`src/rtl/dbcdr_pkg.sv`:
```
// ----------------------------------------------------------------------------
// dbcdr_pkg
// Shared types and constants for the double-buffered cell diff renderer.
// ----------------------------------------------------------------------------
package dbcdr_pkg;

    localparam int MAX_WIDTH_DEF  = 64;
    localparam int MAX_HEIGHT_DEF = 64;

    localparam logic [6:0] WIDTH_RESET  = 7'd64;
    localparam logic [6:0] HEIGHT_RESET = 7'd32;

    localparam logic [7:0]  SPACE_GLYPH = 8'h20;
    localparam logic [7:0]  BLACK_COLOR = 8'h00;
    localparam logic [15:0] RESET_CELL  = {BLACK_COLOR, SPACE_GLYPH};

    // configuration register indexes
    localparam logic REG_WIDTH  = 1'b0;
    localparam logic REG_HEIGHT = 1'b1;

    typedef enum logic [1:0] {
        CMD_DRAW   = 2'd0,
        CMD_FILL   = 2'd1,
        CMD_RENDER = 2'd2,
        CMD_NOP    = 2'd3
    } cmd_t;

    typedef enum logic [1:0] {
        KIND_ACK      = 2'd0,
        KIND_CELL     = 2'd1,
        KIND_NOCHANGE = 2'd2
    } kind_t;

    // controller -> datapath
    typedef struct packed {
        logic latch;
        logic clr_wr;
        logic draw_wr;
        logic fill_wr;
        logic idx_clr;
        logic idx_inc;
        logic rd_en;
        logic cmp_adv;
        logic flush;
        logic ack;
        logic ack_status;
    } ctl_t;

    // datapath -> controller
    typedef struct packed {
        cmd_t cmd;
        logic draw_oob;
        logic render_oob;
        logic last_clear;
        logic last_fill;
        logic last_col;
        logic cmp_vld;
        logic cmp_diff;
        logic pend_vld;
        logic out_free;
    } sts_t;

endpackage

```
`src/rtl/dbcdr_ctrl.sv`:
```
// ----------------------------------------------------------------------------
// dbcdr_ctrl
// Command sequencer: clearing pass, decode, fill sweep, row render walk and
// result hand-off.
// ----------------------------------------------------------------------------
module dbcdr_ctrl (
    input  logic              clk,
    input  logic              rst_n,
    input  logic              in_valid,
    output logic              in_stall,
    input  dbcdr_pkg::sts_t   sts,
    output dbcdr_pkg::ctl_t   ctl
);

    typedef enum logic [6:0] {
        S_CLEAR  = 7'b0000001,
        S_IDLE   = 7'b0000010,
        S_EXEC   = 7'b0000100,
        S_FILL   = 7'b0001000,
        S_RENDER = 7'b0010000,
        S_FLUSH  = 7'b0100000,
        S_ACK    = 7'b1000000
    } state_t;

    state_t state_reg, state_next;
    logic   done_reg, done_next;
    logic   ack_st_reg, ack_st_next;
    logic   adv;

    always_comb
    begin
        state_next  = state_reg;
        done_next   = done_reg;
        ack_st_next = ack_st_reg;
        ctl         = '0;
        in_stall    = 1'b1;
        // compare stage retires unless it needs the output slot and that is busy
        adv = sts.cmp_vld && (!sts.cmp_diff || !sts.pend_vld || sts.out_free);

        case (state_reg)
            S_CLEAR:
            begin
                ctl.clr_wr = 1'b1;
                if (sts.last_clear)
                begin
                    ctl.idx_clr = 1'b1;
                    state_next  = S_IDLE;
                end
                else
                begin
                    ctl.idx_inc = 1'b1;
                end
            end
            S_IDLE:
            begin
                in_stall = 1'b0;
                if (in_valid)
                begin
                    ctl.latch  = 1'b1;
                    state_next = S_EXEC;
                end
            end
            S_EXEC:
            begin
                ctl.idx_clr = 1'b1;
                done_next   = 1'b0;
                case (sts.cmd)
                    dbcdr_pkg::CMD_DRAW:
                    begin
                        ack_st_next = sts.draw_oob;
                        ctl.draw_wr = !sts.draw_oob;
                        state_next  = S_ACK;
                    end
                    dbcdr_pkg::CMD_FILL:
                    begin
                        state_next = S_FILL;
                    end
                    dbcdr_pkg::CMD_RENDER:
                    begin
                        if (sts.render_oob)
                        begin
                            ack_st_next = 1'b1;
                            state_next  = S_ACK;
                        end
                        else
                        begin
                            state_next = S_RENDER;
                        end
                    end
                    default:
                    begin
                        ack_st_next = 1'b0;
                        state_next  = S_ACK;
                    end
                endcase
            end
            S_FILL:
            begin
                ctl.fill_wr = 1'b1;
                ctl.idx_inc = 1'b1;
                if (sts.last_fill)
                begin
                    ack_st_next = 1'b0;
                    state_next  = S_ACK;
                end
            end
            S_RENDER:
            begin
                ctl.cmp_adv = adv;
                if (!done_reg && (!sts.cmp_vld || adv))
                begin
                    ctl.rd_en   = 1'b1;
                    ctl.idx_inc = 1'b1;
                    if (sts.last_col)
                    begin
                        done_next = 1'b1;
                    end
                end
                if (done_reg && !sts.cmp_vld)
                begin
                    state_next = S_FLUSH;
                end
            end
            S_FLUSH:
            begin
                if (sts.out_free)
                begin
                    ctl.flush  = 1'b1;
                    state_next = S_IDLE;
                end
            end
            S_ACK:
            begin
                if (sts.out_free)
                begin
                    ctl.ack        = 1'b1;
                    ctl.ack_status = ack_st_reg;
                    state_next     = S_IDLE;
                end
            end
            default:
            begin
                state_next = S_IDLE;
            end
        endcase
    end

    always_ff @(posedge clk or negedge rst_n)
    begin
        if (!rst_n)
        begin
            state_reg  <= S_CLEAR;
            done_reg   <= 1'b0;
            ack_st_reg <= 1'b0;
        end
        else
        begin
            state_reg  <= state_next;
            done_reg   <= done_next;
            ack_st_reg <= ack_st_next;
        end
    end

endmodule

```
`config.mk`:
```
export PLATFORM = sky130hd
export DESIGN_NAME = dbcdr_ctrl
export DESIGN_NICKNAME = d
export VERILOG_FILES = /design/src/rtl/dbcdr_pkg.sv /design/src/rtl/dbcdr_ctrl.sv
export SDC_FILE = /design/constraint.sdc
export NUM_CORES = 1
export LEC_CHECK = 0
export BUFFER_PORTS_ARGS = -buffer_cell sky130_fd_sc_hd__buf_2
export CORE_UTILIZATION = 47
export CTS_CLUSTER_DIAMETER = 120
export DETAILED_ROUTE_END_ITERATION = 10
export GPL_TIMING_DRIVEN = 0
export PLACE_DENSITY_LB_ADDON = 0.05
export SYNTH_ARGS = -nofsm -noshare
export SYNTH_HDL_FRONTEND = slang
export SYNTH_SLANG_ARGS = --single-unit
```
`constraint.sdc`:
```
create_clock -name clk -period 2.1 [get_ports clk]
set_input_delay 0 -clock clk [delete_from_list [all_inputs] [get_ports clk]]
set_output_delay 0 -clock clk [all_outputs]
set_load 0.05 [all_outputs]
```
**Word level (Yosys, flattened, before mapping)**

Cells that the tools add are included.

- Reductions and logical operators: 18
- Eq/ne operators: 18
- Mux-type cells: 32

Operators with widths:

| cell | count |
|---|---|
| $mux 7 | 6 |
| $pmux 7 s6 | 1 |
| $mux 1 | 15 |
| $ne 2x2->1 const B | 7 |
| $pmux 7 s2 | 1 |
| $mux 2 | 4 |
| $eq 7x1->1 const B | 1 |
| $eq 7x2->1 const B | 1 |
| $eq 7x3->1 const B | 1 |
| $eq 7x4->1 const B | 1 |
| $eq 7x5->1 const B | 1 |
| $eq 7x6->1 const B | 1 |
| $eq 7x7->1 const B | 1 |
| $pmux 1 s2 | 3 |
| $pmux 1 s3 | 2 |
| $logic_not 1->1 | 5 |
| $reduce_and 5->1 | 1 |
| $reduce_and 4->1 | 1 |
| $reduce_bool 2->1 | 2 |
| $logic_and 1x1->1 | 3 |
| $logic_or 1x1->1 | 3 |
| $ne 3x3->1 const B | 1 |
| $reduce_and 3->1 | 1 |
| $eq 2x1->1 const B | 1 |
| 4 further kinds | 4 |

- Logic and storage cells: 71
- Output and inout bits: 12
- Input bits: 14
- Register bits after elaboration: 9

**Logic depth before layout (Yosys ltp)**

Gate-level depths: netlist (run 1).

- Word-level depth: 8
- Depth in mapped cells: 7
- Depth with buffers taken out: 7

**Worst setup path after synthesis (run 1)**

Ideal clock, no wire load.

- Path type: register to output
- Start: register state_reg[6]
- End: output ctl[6] in the netlist's numbering
- Path buffers: 0
- Path slack: -0.860 ns
- Arrival time: 2.960 ns
- Stages on the path, launching flop included: 4
- Required time: 2.100 ns
- Cell sequence: dfrtp_1 or3_4 nor4_1 a21o_1

RTL lines:

| item | RTL line | source |
|---|---|---|
| start, declared | dbcdr_ctrl.sv:25 | `state_t state_reg, state_next;` |
| start signal, assigned | dbcdr_ctrl.sv:158 | `state_reg <= state_next;` |
| end, declared | dbcdr_ctrl.sv:12 | `output dbcdr_pkg::ctl_t ctl` |

==> summary.txt, run 1 <==
Yosys
  – Top post-synthesis cells by area: dfrtp_1, ha_1, nor2_1
  – Most instantiated cells after synthesis: nor2_1, dfrtp_1, inv_1, nand2b_1, nor2b_1
  – Most instantiated library cell after synthesis: nor2_1
  – Cells after synthesis: 80
  – Avg Cell Area, Syn: 8.98 um2
  – Mapped cell area: 718 um2
  – Number of synthesized flops with an enable pin: 0
  – Prevailing post-synth register cell: dfrtp_1
  – Post-synth cell types: 41
  – Ys async rst share: 100%
  – Area leader, netlist: dfrtp_1
  – Synth Register Bits: 9
  – Share of the synthesized area in the top cell type: 27.9%
  – Sequential-to-total area share from yosys stat: 31.5%
  – Syn. warnings: 0
  – Syn_nets: 97

STA
  – FMAX: 0.488 GHz
  – Post-route minimum period: 2.05 ns
  – Final Max Tran Viols: 0
  – Period utilization: 97.6%
  – RSZ-0062 raised after global routing: false
  – Final Hold Vio Count: 0
  – Least-Margin Pin Slew: 0.398 ns
  – Skew final: 0.00340 ns
  – Final setup viols: 0
  – Relative slew slack: 73.3%

Worst setup path
  – CP Capture Type: output port
  – CP Data Required Time: 2.10 ns
  – Worst-path fanout max: 7
  – Worst setup SP type: flip-flop
  – CP arrival: 2.05 ns
  – Setup CP Type: flip-flop to output port

Final layout
  – Final net count: 131
  – Layout cells sized above 1: 43.4%
  – Util after Layout: 70.2%
  – Number of flip-flops in the largest register: 7
  – Antenna cells: 0
  – Synth-to-Final Area Change: 33.6%

Place
  – Port bufs: 25
  – HPWL Detailed: 1.40 mm
  – RePlAce Congestion: 0.835

Pwr
  – Internal: 0.000513 W
  – Sequential share of power: 27.8%
  – Switch Pwr: 0.000467 W
  – Net Sw Frac: 47.7%
  – PD cells: 1020 nW/um2
  – Part of the power in the clock network: 14.4%
  – Pwr Total: 0.000981 W
  – Leakage: 0.507 nW
  – Peak supply drop: 852 uV
  – Comb power frac: 57.8%

Route
  – Routed vias/inst: 5.74
  – First drt pass iteration count: 4
  – Initial DRC Count: 25
  – Wire length per cell: 14.2 um
  – Antenna-violating nets left: 0
  – Via count of the routed design: 735
  – DR DRC count: 0
  – Final wirelength: 1.81 mm

Clock network
  – Num CTS Buffers: 3
  – Max clock buf depth: 2
  – CTS clk-pin slew, worst paths: 0.06 ns
  – Root buffer cell: clkbuf_4
  – Clk sink count: 9
  – TritonCTS clock tree: yes
  – Htree depth: 1
  – Worst skew pair latency: 0.28 ns
  – Post-CTS Repair Setup Buffers: 0

Global routing
  – Largest net degree at the start of global routing: 10
  – Antenna violations before repair: 0
  – Total track usage: 25.4%
  – First-pass GRT wire length: 2.59 mm
  – GR Overflow Total: 0
  – Vias in the first global route: 585

Status
  – Status: completed

Die
  – Die width: 41.1 um
  – # IOs: 26
  – Core ar.: 1370 um2
  – Die height: 41.1 um
  – Initial Util: 52.6%
  – Row count: 13
  – DIE AREA: 1690 um2

Job
  – Maxcap violations: 0

Worst hold path
  – Min-delay worst type: primary input to flip-flop
## per-stage QoR
step	cells	setup WS, ns	instance area (um2)	hold slack (ns)	TNS [ns]
5_1_grt	128	0.000227	960	0.0913	0
4_1_cts	128	0.00238	953	0.0639	0
6_report	128	0.0503	960	0.0700	0
3_5_place_dp	120	0.259	877	-0.134	0
3_3_place_gp	120	0.274	877	-0.135	0
2_1_floorplan	80	-0.218	733	-0.296	-0.218
## power groups by stage
| stage | Combinational (W) | Clock, W | Sequential, W |
|---|---|---|---|
| 3_5_place_dp | 0.000544 | 0 | 0.000271 |
| 6_report | 0.000567 | 0.000141 | 0.000273 |
| 4_1_cts | 0.000558 | 0.000146 | 0.000268 |
| 2_1_floorplan | 0.000443 | 0 | 0.000255 |
| 5_1_grt | 0.000601 | 0.000154 | 0.000278 |
| 3_3_place_gp | 0.000533 | 0 | 0.000267 |
## routing by layer
layer / global-route usage [%] / vias up / share of wire (%) / routed length, um
met5: 0 / - / 0 / 0
met4: 14.5 / 0 / 2.2 / 40
met3: 8.15 / 4 / 5.7 / 103
met2: 41.0 / 27 / 47 / 852
met1: 29.3 / 345 / 45 / 817
li1: - / 359 / - / -
## critical path: stages (launching register included)
cell	delay (ns)
dfrtp_2	0.46
or3_4	0.42
or4_4	0.49
buf_6	0.15
nor2_2	0.09
buf_6	0.16
## timing repair
| item | 4_1_cts | 5_1_grt |
|---|---|---|
| pin swaps | 0 | 0 |
| endpoints found under the setup margin | 2 | 1 |
| endpoints found under the hold margin | 12 | 0 |
| gates resized for setup | 2 | 3 |
| hold buffers | 4 | 0 |
## cells by family after synthesis
logic type,after synthesis,synth area share [%]
xor+xnor,2,2.44
fa+ha+maj,3,5.23
flops,9,31.5
buf+inv,9,6.10
compound gates,16,18.3
simple gates,39,33.3
mux,2,3.14
## worst paths after layout
path | start | endpoint | slack (ns) | depth (start not counted)
setup / recovery | state_reg[6]$_DFFE_PN0P_ | ctl[10] | 0.05 | 5
max in group asynchronous | rst_n | state_reg[0]$_DFFE_PN1P_ | 1.74 | 2
min in group asynchronous | rst_n | ack_st_reg$_DFFE_PN0P_ | 0.11 | 2
hold / removal | sts[5] | state_reg[3]$_DFFE_PN0P_ | 0.07 | 3
setup reg to reg | state_reg[0]$_DFFE_PN1P_ | state_reg[5]$_DFFE_PN0P_ | 0.30 | 5
hold reg to reg | ack_st_reg$_DFFE_PN0P_ | ack_st_reg$_DFFE_PN0P_ | 0.52 | 2
## layout make-up
class	count	area [um2]
clock buffers	3	22.5
clock inverters	1	5.00
fillers	126	407
well taps	15	18.8
inverters	6	22.5
plain buffers	3	21.3
flip-flops and latches	9	229
multi-input cells	62	469
repair buffers	29	171
## layout by cell type (no fill, tap or decap), types with 2 or more instances in the layout
master         count
xor2_1             2
dfrtp_1            6
o22ai_1            2
nand2_1            2
o21ai_0            3
ha_1               3
clkbuf_4           3
buf_2             25
dfrtp_2            2
nor2b_1            4
dlygate4sd3_1      4
buf_6              2
inv_1              6
a21oi_1            2
nand2b_1           4
nor4_1             2
nor2_1             8
nor3_1             2
and3_1             2
nor4b_2            2
Power figures use the tool's default switching activity.
==> inputs of run 2 (changes only) <==
--- a/config.mk
+++ b/config.mk
@@ -10,7 +10,7 @@
 export CTS_CLUSTER_DIAMETER = 120
 export DETAILED_ROUTE_END_ITERATION = 10
 export GPL_TIMING_DRIVEN = 0
-export PLACE_DENSITY_LB_ADDON = 0.05
+export PLACE_DENSITY_LB_ADDON = 0.15
 export SYNTH_ARGS = -nofsm -noshare
 export SYNTH_HDL_FRONTEND = slang
 export SYNTH_SLANG_ARGS = --single-unit
==> run 2 against run 1 <==
Compared with the run above:
- global-route usage decreased by 1.9 points
- via count shrank 1.4%
- clock skew decreased by 0.00083 ns
- design area unchanged
- critical path depth unchanged
- wire length decreased by 5.1%
- critical endpoint unchanged
- highest routed layer unchanged
==> summary.txt, run 2 (same netlist as run 1, synthesis figures left out) <==
Status
  – Status: completed

Pwr
  – Peak supply drop: 982 uV (+15%)
  – PD cells: 1000 nW/um2 (-1.8%)
  – Pwr Total: 0.000963 W (-1.8%)
  – Leakage: 0.507 nW (unchanged)
  – Switch Pwr: 0.000450 W (-3.6%)
  – Sequential share of power: 27.9% (about the same)
  – Part of the power in the clock network: 13.9% (-0.5 points)
  – Net Sw Frac: 46.8% (-0.90 points)
  – Comb power frac: 58.2% (+0.4 points)
  – Internal: 0.000513 W (-0.12%)

Global routing
  – Vias in the first global route: 532 (-9.1%)
  – Grt peak-use layer: met2
  – First-pass GRT wire length: 2.42 mm (-6.7%)
  – GR Overflow Total: 0 (unchanged)
  – M1 GR Usage: 30.4% (+1.1 points)
  – Met2 Use GR: 36.7% (-4.3 points)
  – Grt met3 use: 9.78% (+1.6 points)
  – Total track usage: 23.5% (-1.9 points)
  – Largest net degree at the start of global routing: 10 (unchanged)
  – Antenna violations before repair: 0 (unchanged)

Route
  – Wire length per cell: 13.5 um (-5.1%)
  – Via count of the routed design: 725 (-1.4%)
  – First drt pass iteration count: 4 (unchanged)
  – DR DRC count: 0 (unchanged)
  – Final wirelength: 1.72 mm (-5.1%)
  – Initial DRC Count: 19 (-24%)
  – Antenna-violating nets left: 0 (unchanged)
  – Routed vias/inst: 5.66 (-1.4%)

STA
  – Post-route minimum period: 2.04 ns (-0.0139 ns)
  – Skew final: 0.00257 ns (-0.000831 ns)
  – Least-Margin Pin Slew: 0.330 ns (-0.0680 ns)
  – Final Max Tran Viols: 0 (unchanged)
  – Final setup viols: 0 (unchanged)
  – Final Hold Vio Count: 0 (unchanged)
  – Hold_ws: 0.0899 ns (+0.0199 ns)
  – Relative slew slack: 77.8% (+4.6 points)
  – Period utilization: 96.9% (-0.66 points)
  – FMAX: 0.491 GHz (+0.68%)
  – RSZ-0062 raised after global routing: false

Final layout
  – Most frequent cells in the layout: buf_2, nor2_1, inv_1, dfrtp_1
  – Util after Layout: 70.2% (unchanged)
  – Antenna cells: 0 (unchanged)
  – Commonest non-fill, non-tap cell in the layout: buf_2
  – Final net count: 131 (unchanged)
  – Layout cells sized above 1: 43.4% (unchanged)
  – Area of the multi-input gates: 469 um2 (unchanged)
  – Number of flip-flops in the largest register: 7 (unchanged)
  – Sequential Area: 229 um2 (unchanged)
  – Layout fillers: 125 (-0.79%)
  – Synth-to-Final Area Change: 33.6% (unchanged)

Clock network
  – Root buffer cell: clkbuf_4
  – Num CTS Buffers: 3 (unchanged)
  – TritonCTS clock tree: yes
  – CTS clk-pin slew, worst paths: 0.06 ns (about the same)
  – Clk sink count: 9 (unchanged)
  – Htree depth: 1 (unchanged)
  – Worst skew pair latency: 0.26 ns (-0.02 ns)
  – Max clock buf depth: 2 (unchanged)

Die
  – Row count: 13 (unchanged)
  – Initial Util: 52.6% (unchanged)
  – Die height: 41.1 um (unchanged)
  – Die width: 41.1 um (unchanged)
  – DIE AREA: 1690 um2 (unchanged)
  – # IOs: 26 (unchanged)
  – Core ar.: 1370 um2 (unchanged)

Worst setup path
  – Setup CP Type: flip-flop to output port
  – CP Data Required Time: 2.10 ns (about the same)
  – CP Capture Type: output port
  – Worst setup SP type: flip-flop
  – Worst-path fanout max: 7 (unchanged)
  – Reg2reg path depth: 5 (unchanged)
  – CP arrival: 2.04 ns (about the same)

Place
  – RePlAce Congestion: 0.877 (+5.1%)
  – Port bufs: 25 (unchanged)
  – HPWL Detailed: 1.30 mm (-6.9%)

Worst hold path
  – Min-delay worst type: primary input to flip-flop
  – Hold path cells: 3 (unchanged)

Job
  – Maxcap violations: 0 (unchanged)
-- run 2: cell counts in the layout (fill, tap and decap cells not counted) --
No cell type changed its count.
-- run 2: what timing repair did --
item	4_1_cts	5_1_grt
endpoints found under the hold margin	12	0
hold buffers	4	0
resized for setup	1	4
setup buffers	0	0
endpoints found under the setup margin	1	2
-- run 2: path summary, 6_finish.rpt --
path / startpoint / to / slack (ns)
worst max register to register: state_reg[0]$_DFFE_PN1P_ / state_reg[5]$_DFFE_PN0P_ / 0.28
max in group asynchronous: rst_n / state_reg[0]$_DFFE_PN1P_ / 1.71
worst min-delay path: sts[8] / ack_st_reg$_DFFE_PN0P_ / 0.09
worst max-delay path: state_reg[6]$_DFFE_PN0P_ / ctl[10] / 0.06
worst min register to register: state_reg[6]$_DFFE_PN0P_ / state_reg[0]$_DFFE_PN1P_ / 0.52
min in group asynchronous: rst_n / state_reg[4]$_DFFE_PN0P_ / 0.14
-- run 2: cell type report --
class	instances	area share, %
clock buffers	3	2.35
plain buffers	3	2.22
multi-input cells	62	48.9
flip-flops and latches	9	23.9
well taps	15	1.96
repair buffers	29	17.9
clock inverters	1	0.522
inverters	6	2.35
-- run 2: stage by stage --
stage               setup TNS (ns)  instance area (um2)  worst slack [ns]  instances
global placement                 0                  877             0.279        120
CTS                              0                  947            0.0215        128
finish                           0                  960            0.0642        128
global route                     0                  960           0.00519        128
detailed placement               0                  877             0.261        120
floorplan                   -0.218                  733            -0.218         80
-- run 2: power by group through the flow --
stage	combinational, W	sequential [W]	clock, W
after floorplan	0.000443	0.000255	0
after global placement	0.000532	0.000266	0
after detailed placement	0.000539	0.000268	0
after CTS	0.000554	0.000264	0.000141
after global routing	0.000610	0.000275	0.000147
final	0.000561	0.000268	0.000134
-- run 2: critical path: stages (launching register included) --
cell	delay, ns
dfrtp_2	0.46
or3_4	0.42
or4_4	0.50
buf_6	0.15
nor2_2	0.09
buf_6	0.16
-- run 2: layer usage --
| layer | vias up | routed length (um) |
|---|---|---|
| met1 | 328 | 763 |
| met2 | 35 | 804 |
| li1 | 360 | - |
| met4 | 0 | 10 |
| met3 | 2 | 144 |
| met5 | - | 0 |
==> inputs of run 3 (changes only) <==
--- a/config.mk
+++ b/config.mk
@@ -5,8 +5,9 @@
 export SDC_FILE = /design/constraint.sdc
 export NUM_CORES = 1
 export LEC_CHECK = 0
+export ABC_AREA = 1
 export BUFFER_PORTS_ARGS = -buffer_cell sky130_fd_sc_hd__buf_2
-export CORE_UTILIZATION = 47
+export CORE_UTILIZATION = 51
 export CTS_CLUSTER_DIAMETER = 120
 export DETAILED_ROUTE_END_ITERATION = 10
 export GPL_TIMING_DRIVEN = 0
==> constraint.sdc (replaced) <==
create_clock -name clk -period 2.4 [get_ports clk]
set_input_delay 0 -clock clk [delete_from_list [all_inputs] [get_ports clk]]
set_output_delay 0 -clock clk [all_outputs]
set_load 0.05 [all_outputs]
==> run 3 against run 2 <==
Compared with the run above:
- combinational power is 24% lower
- design area is 4.2% lower
- first-iteration DRC count is 32% lower
- register-to-register slack better by 0.71 ns
- synthesized cell count up 38%
- clock skew up 0.0012 ns
- clock power is 7% lower
- largest cell class unchanged
==> summary.txt, run 3 <==
Final layout
  – Final net count: 160 (+22%)
  – Layout fillers: 124 (-0.80%)
  – Commonest non-fill, non-tap cell in the layout: nand2_1
  – Synth-to-Final Area Change: 27.8%
  – Sequential Area: 226 um2 (-1.1%)
  – Layout cells sized above 1: 33.8% (-9.6 points)
  – Most frequent cells in the layout: nand2_1, buf_2, nor2_1
  – Area of the multi-input gates: 422 um2 (-10%)
  – Number of flip-flops in the largest register: 7 (unchanged)
  – Antenna cells: 0 (unchanged)

Route
  – Antenna-violating nets left: 0 (unchanged)
  – First drt pass iteration count: 4 (unchanged)
  – Wire length per cell: 10.0 um (-26%)
  – Via count of the routed design: 770 (+6.2%)
  – Routed vias/inst: 4.90 (-13%)
  – DR DRC count: 0 (unchanged)
  – Final wirelength: 1.57 mm (-8.7%)
  – Initial DRC Count: 13 (-6)

STA
  – Final Hold Vio Count: 0 (unchanged)
  – Setup TNS Final: 0 ns (unchanged)
  – Final Max Tran Viols: 0 (unchanged)
  – Final setup viols: 0 (unchanged)
  – FMAX: 0.590 GHz
  – Skew final: 0.00378 ns (+0.00121 ns)
  – RSZ-0062 raised after global routing: false
  – Least-Margin Pin Slew: 0.251 ns (-0.0790 ns)
  – Post-route minimum period: 1.69 ns
  – Period utilization: 70.6%
  – Relative slew slack: 83.4% (+5.6 points)

Place
  – HPWL Detailed: 1.21 mm (-6.8%)
  – RePlAce Congestion: 0.742 (-15%)
  – Port bufs: 25 (unchanged)

Worst setup path
  – Setup CP Type: flip-flop to output port
  – CP startpoint: state_reg[2]$_DFFE_PN0P_
  – Worst r2r dst: ack_st_reg$_DFFE_PN0P_
  – Crit path to: ctl[5]
  – CP arrival: 1.69 ns (-0.35 ns)
  – CP Capture Type: output port
  – R2r setup slk: 0.99 ns (+0.71 ns)
  – Worst-path fanout max: 4 (-3)
  – Reg2reg path depth: 8 (+3)
  – Worst setup SP type: flip-flop
  – CP Data Required Time: 2.40 ns (+0.30 ns)
  – Worst reg2reg path startpoint: state_reg[5]$_DFFE_PN0P_

Global routing
  – GR Overflow Total: 0 (unchanged)
  – Largest net degree at the start of global routing: 10 (unchanged)
  – First-pass GRT wire length: 2.44 mm (+0.58%)
  – Vias in the first global route: 628 (+18%)
  – Total track usage: 23.8% (+0.25 points)
  – Antenna violations before repair: 0 (unchanged)

Die
  – Core ar.: 1300 um2 (-4.8%)
  – # IOs: 26 (unchanged)
  – Die height: 39.6 um (-3.7%)
  – DIE AREA: 1560 um2 (-7.3%)
  – Row count: 13 (unchanged)
  – Die width: 39.6 um (-3.7%)
  – Initial Util: 55.3% (+2.7 points)

Clock network
  – TritonCTS clock tree: yes
  – Max clock buf depth: 2 (unchanged)
  – Post_cts resized: 0 (-1)
  – Num CTS Buffers: 3 (unchanged)
  – Worst skew pair latency: 0.27 ns (about the same)
  – Root buffer cell: clkbuf_4
  – Clk sink count: 9 (unchanged)
  – CTS clk-pin slew, worst paths: 0.07 ns (about the same)
  – Htree depth: 1 (unchanged)

Yosys
  – Avg Cell Area, Syn: 6.54 um2 (-27%)
  – Syn_nets: 127 (+31%)
  – Prevailing post-synth register cell: dfrtp_1
  – Simple-Gate Fraction of Synth Area: 47.3% (+14 points)
  – Combinational family with the most area after synthesis: simple AND/OR/NAND/NOR gates
  – Mux cell area share after synthesis: 0% (-3.1 points)
  – Cells after synthesis: 110 (+38%)
  – Ys async rst share: 100% (unchanged)
  – Sequential-to-total area share from yosys stat: 31.5% (-0.055 points)
  – Area leader, netlist: dfrtp_1
  – Most instantiated library cell after synthesis: nand2_1
  – Top post-synthesis cells by area: dfrtp_1, nand2_1, nor2_1
  – Synth Register Bits: 9 (unchanged)
  – Most instantiated cells after synthesis: nand2_1, nor2_1, inv_1, nand3_1, dfrtp_1
  – Share of the synthesized area in the top cell type: 27.8% (-0.048 points)
  – Mapped cell area: 719 um2 (+0.17%)
  – Number of synthesized flops with an enable pin: 0 (unchanged)
  – Synth Area in Compound Gates: 6.09% (-12 points)
  – Adder-cell share of the synthesized area: 5.22% (-0.0091 points)
  – Syn. warnings: 0 (unchanged)
  – Post-Synth XOR/XNOR Area: 0% (-2.4 points)
  – Post-synth cell types: 20 (-51%)

Pwr
  – Peak supply drop: 624 uV (-36%)
  – Leakage: 0.565 nW (+11%)
  – PD cells: 850 nW/um2 (-15%)
  – Pwr Total: 0.000782 W (-19%)

Job
  – Maxcap violations: 0 (unchanged)

Status
  – Status: completed

Worst hold path
  – Min-delay worst type: primary input to flip-flop
run 3: cell types whose count changed after synthesis, moves of 5 or more:
| cell | delta |
|---|---|
| nand2_1 | +28 |
| nand3_1 | +8 |
| inv_1 | +7 |
| nor2_1 | +7 |
| inv_2 | +6 |
| nand2_2 | +5 |
run 3: kinds of logic after synthesis:
group / count (synthesis)
AO/OA/AOI/OAI: 8
buffers and inverters: 19
AND/OR/NAND/NOR: 71
adder cells (fa/ha/maj): 3
flip-flops: 9
run 3: through the flow:
step / cell area [um2] / hold slack, ns / utilization [%] / setup slack (ns) / std cells
floorplan: 719 / -0.296 / - / 0.428 / 110
detailed placement: 863 / -0.137 / 66.3 / 1.01 / 150
global route: 920 / 0.0291 / 70.7 / 0.544 / 157
global placement: 863 / -0.136 / 66.3 / 1.00 / 150
finish: 920 / 0.000573 / 70.7 / 0.705 / 157
CTS: 920 / 0.000802 / 70.7 / 0.698 / 157
run 3: cell type report:
cell class / instances / area share [%]
multi-input combinational: 82 / 45.9
inverter: 19 / 7.76
tap: 15 / 2.04
sequential: 9 / 24.6
timing repair buffer: 28 / 16.9
clock buffer: 4 / 2.86
run 3: worst min-delay path by stage:
stage           start                  endpoint  slack, ns  depth (start not counted)
4_1_cts        sts[6]  state_reg[0]$_DFFE_PN1P_     0.0008                          4
2_1_floorplan   rst_n    ack_st_reg$_DFFE_PN0P_      -0.30                          0
6_report       sts[6]  state_reg[0]$_DFFE_PN1P_     0.0006                          4
3_3_place_gp    rst_n  state_reg[2]$_DFFE_PN0P_      -0.14                          1
3_5_place_dp    rst_n  state_reg[2]$_DFFE_PN0P_      -0.14                          1
5_1_grt        sts[6]  state_reg[0]$_DFFE_PN1P_       0.03                          4
run 3: power by group:
group / switching, W / internal, W / leakage [nW]
Clock: 0.0000606 / 0.0000645 / 0.0150
Combinational: 0.000305 / 0.000125 / 0.433
Sequential: 0.0000361 / 0.000192 / 0.117
Total: 0.000401 / 0.000381 / 0.565
run 3: routing by layer:
layer | global-route usage (%) | part of all wire [%] | wire length [um]
met1 | 29.5 | 46 | 725
met2 | 39.8 | 48 | 748
met3 | 5.11 | 5.7 | 89
met4 | 8.62 | 0.64 | 10
met5 | 0 | 0 | 0
run 3: repair_timing:
| item | CTS | global route |
|---|---|---|
| endpoints found under the hold margin | 11 | 0 |
| buffers inserted | 0 | 0 |
| hold buffers | 3 | 0 |
run 3: worst max-delay path: stages, from the launching register on:
cell,delay [ns]
dfrtp_1,0.40
inv_2,0.06
nand2_1,0.09
nor2_2,0.17
nand2_1,0.15
nor3_2,0.20
nor2_1,0.06
nand2_1,0.05
buf_2,0.25
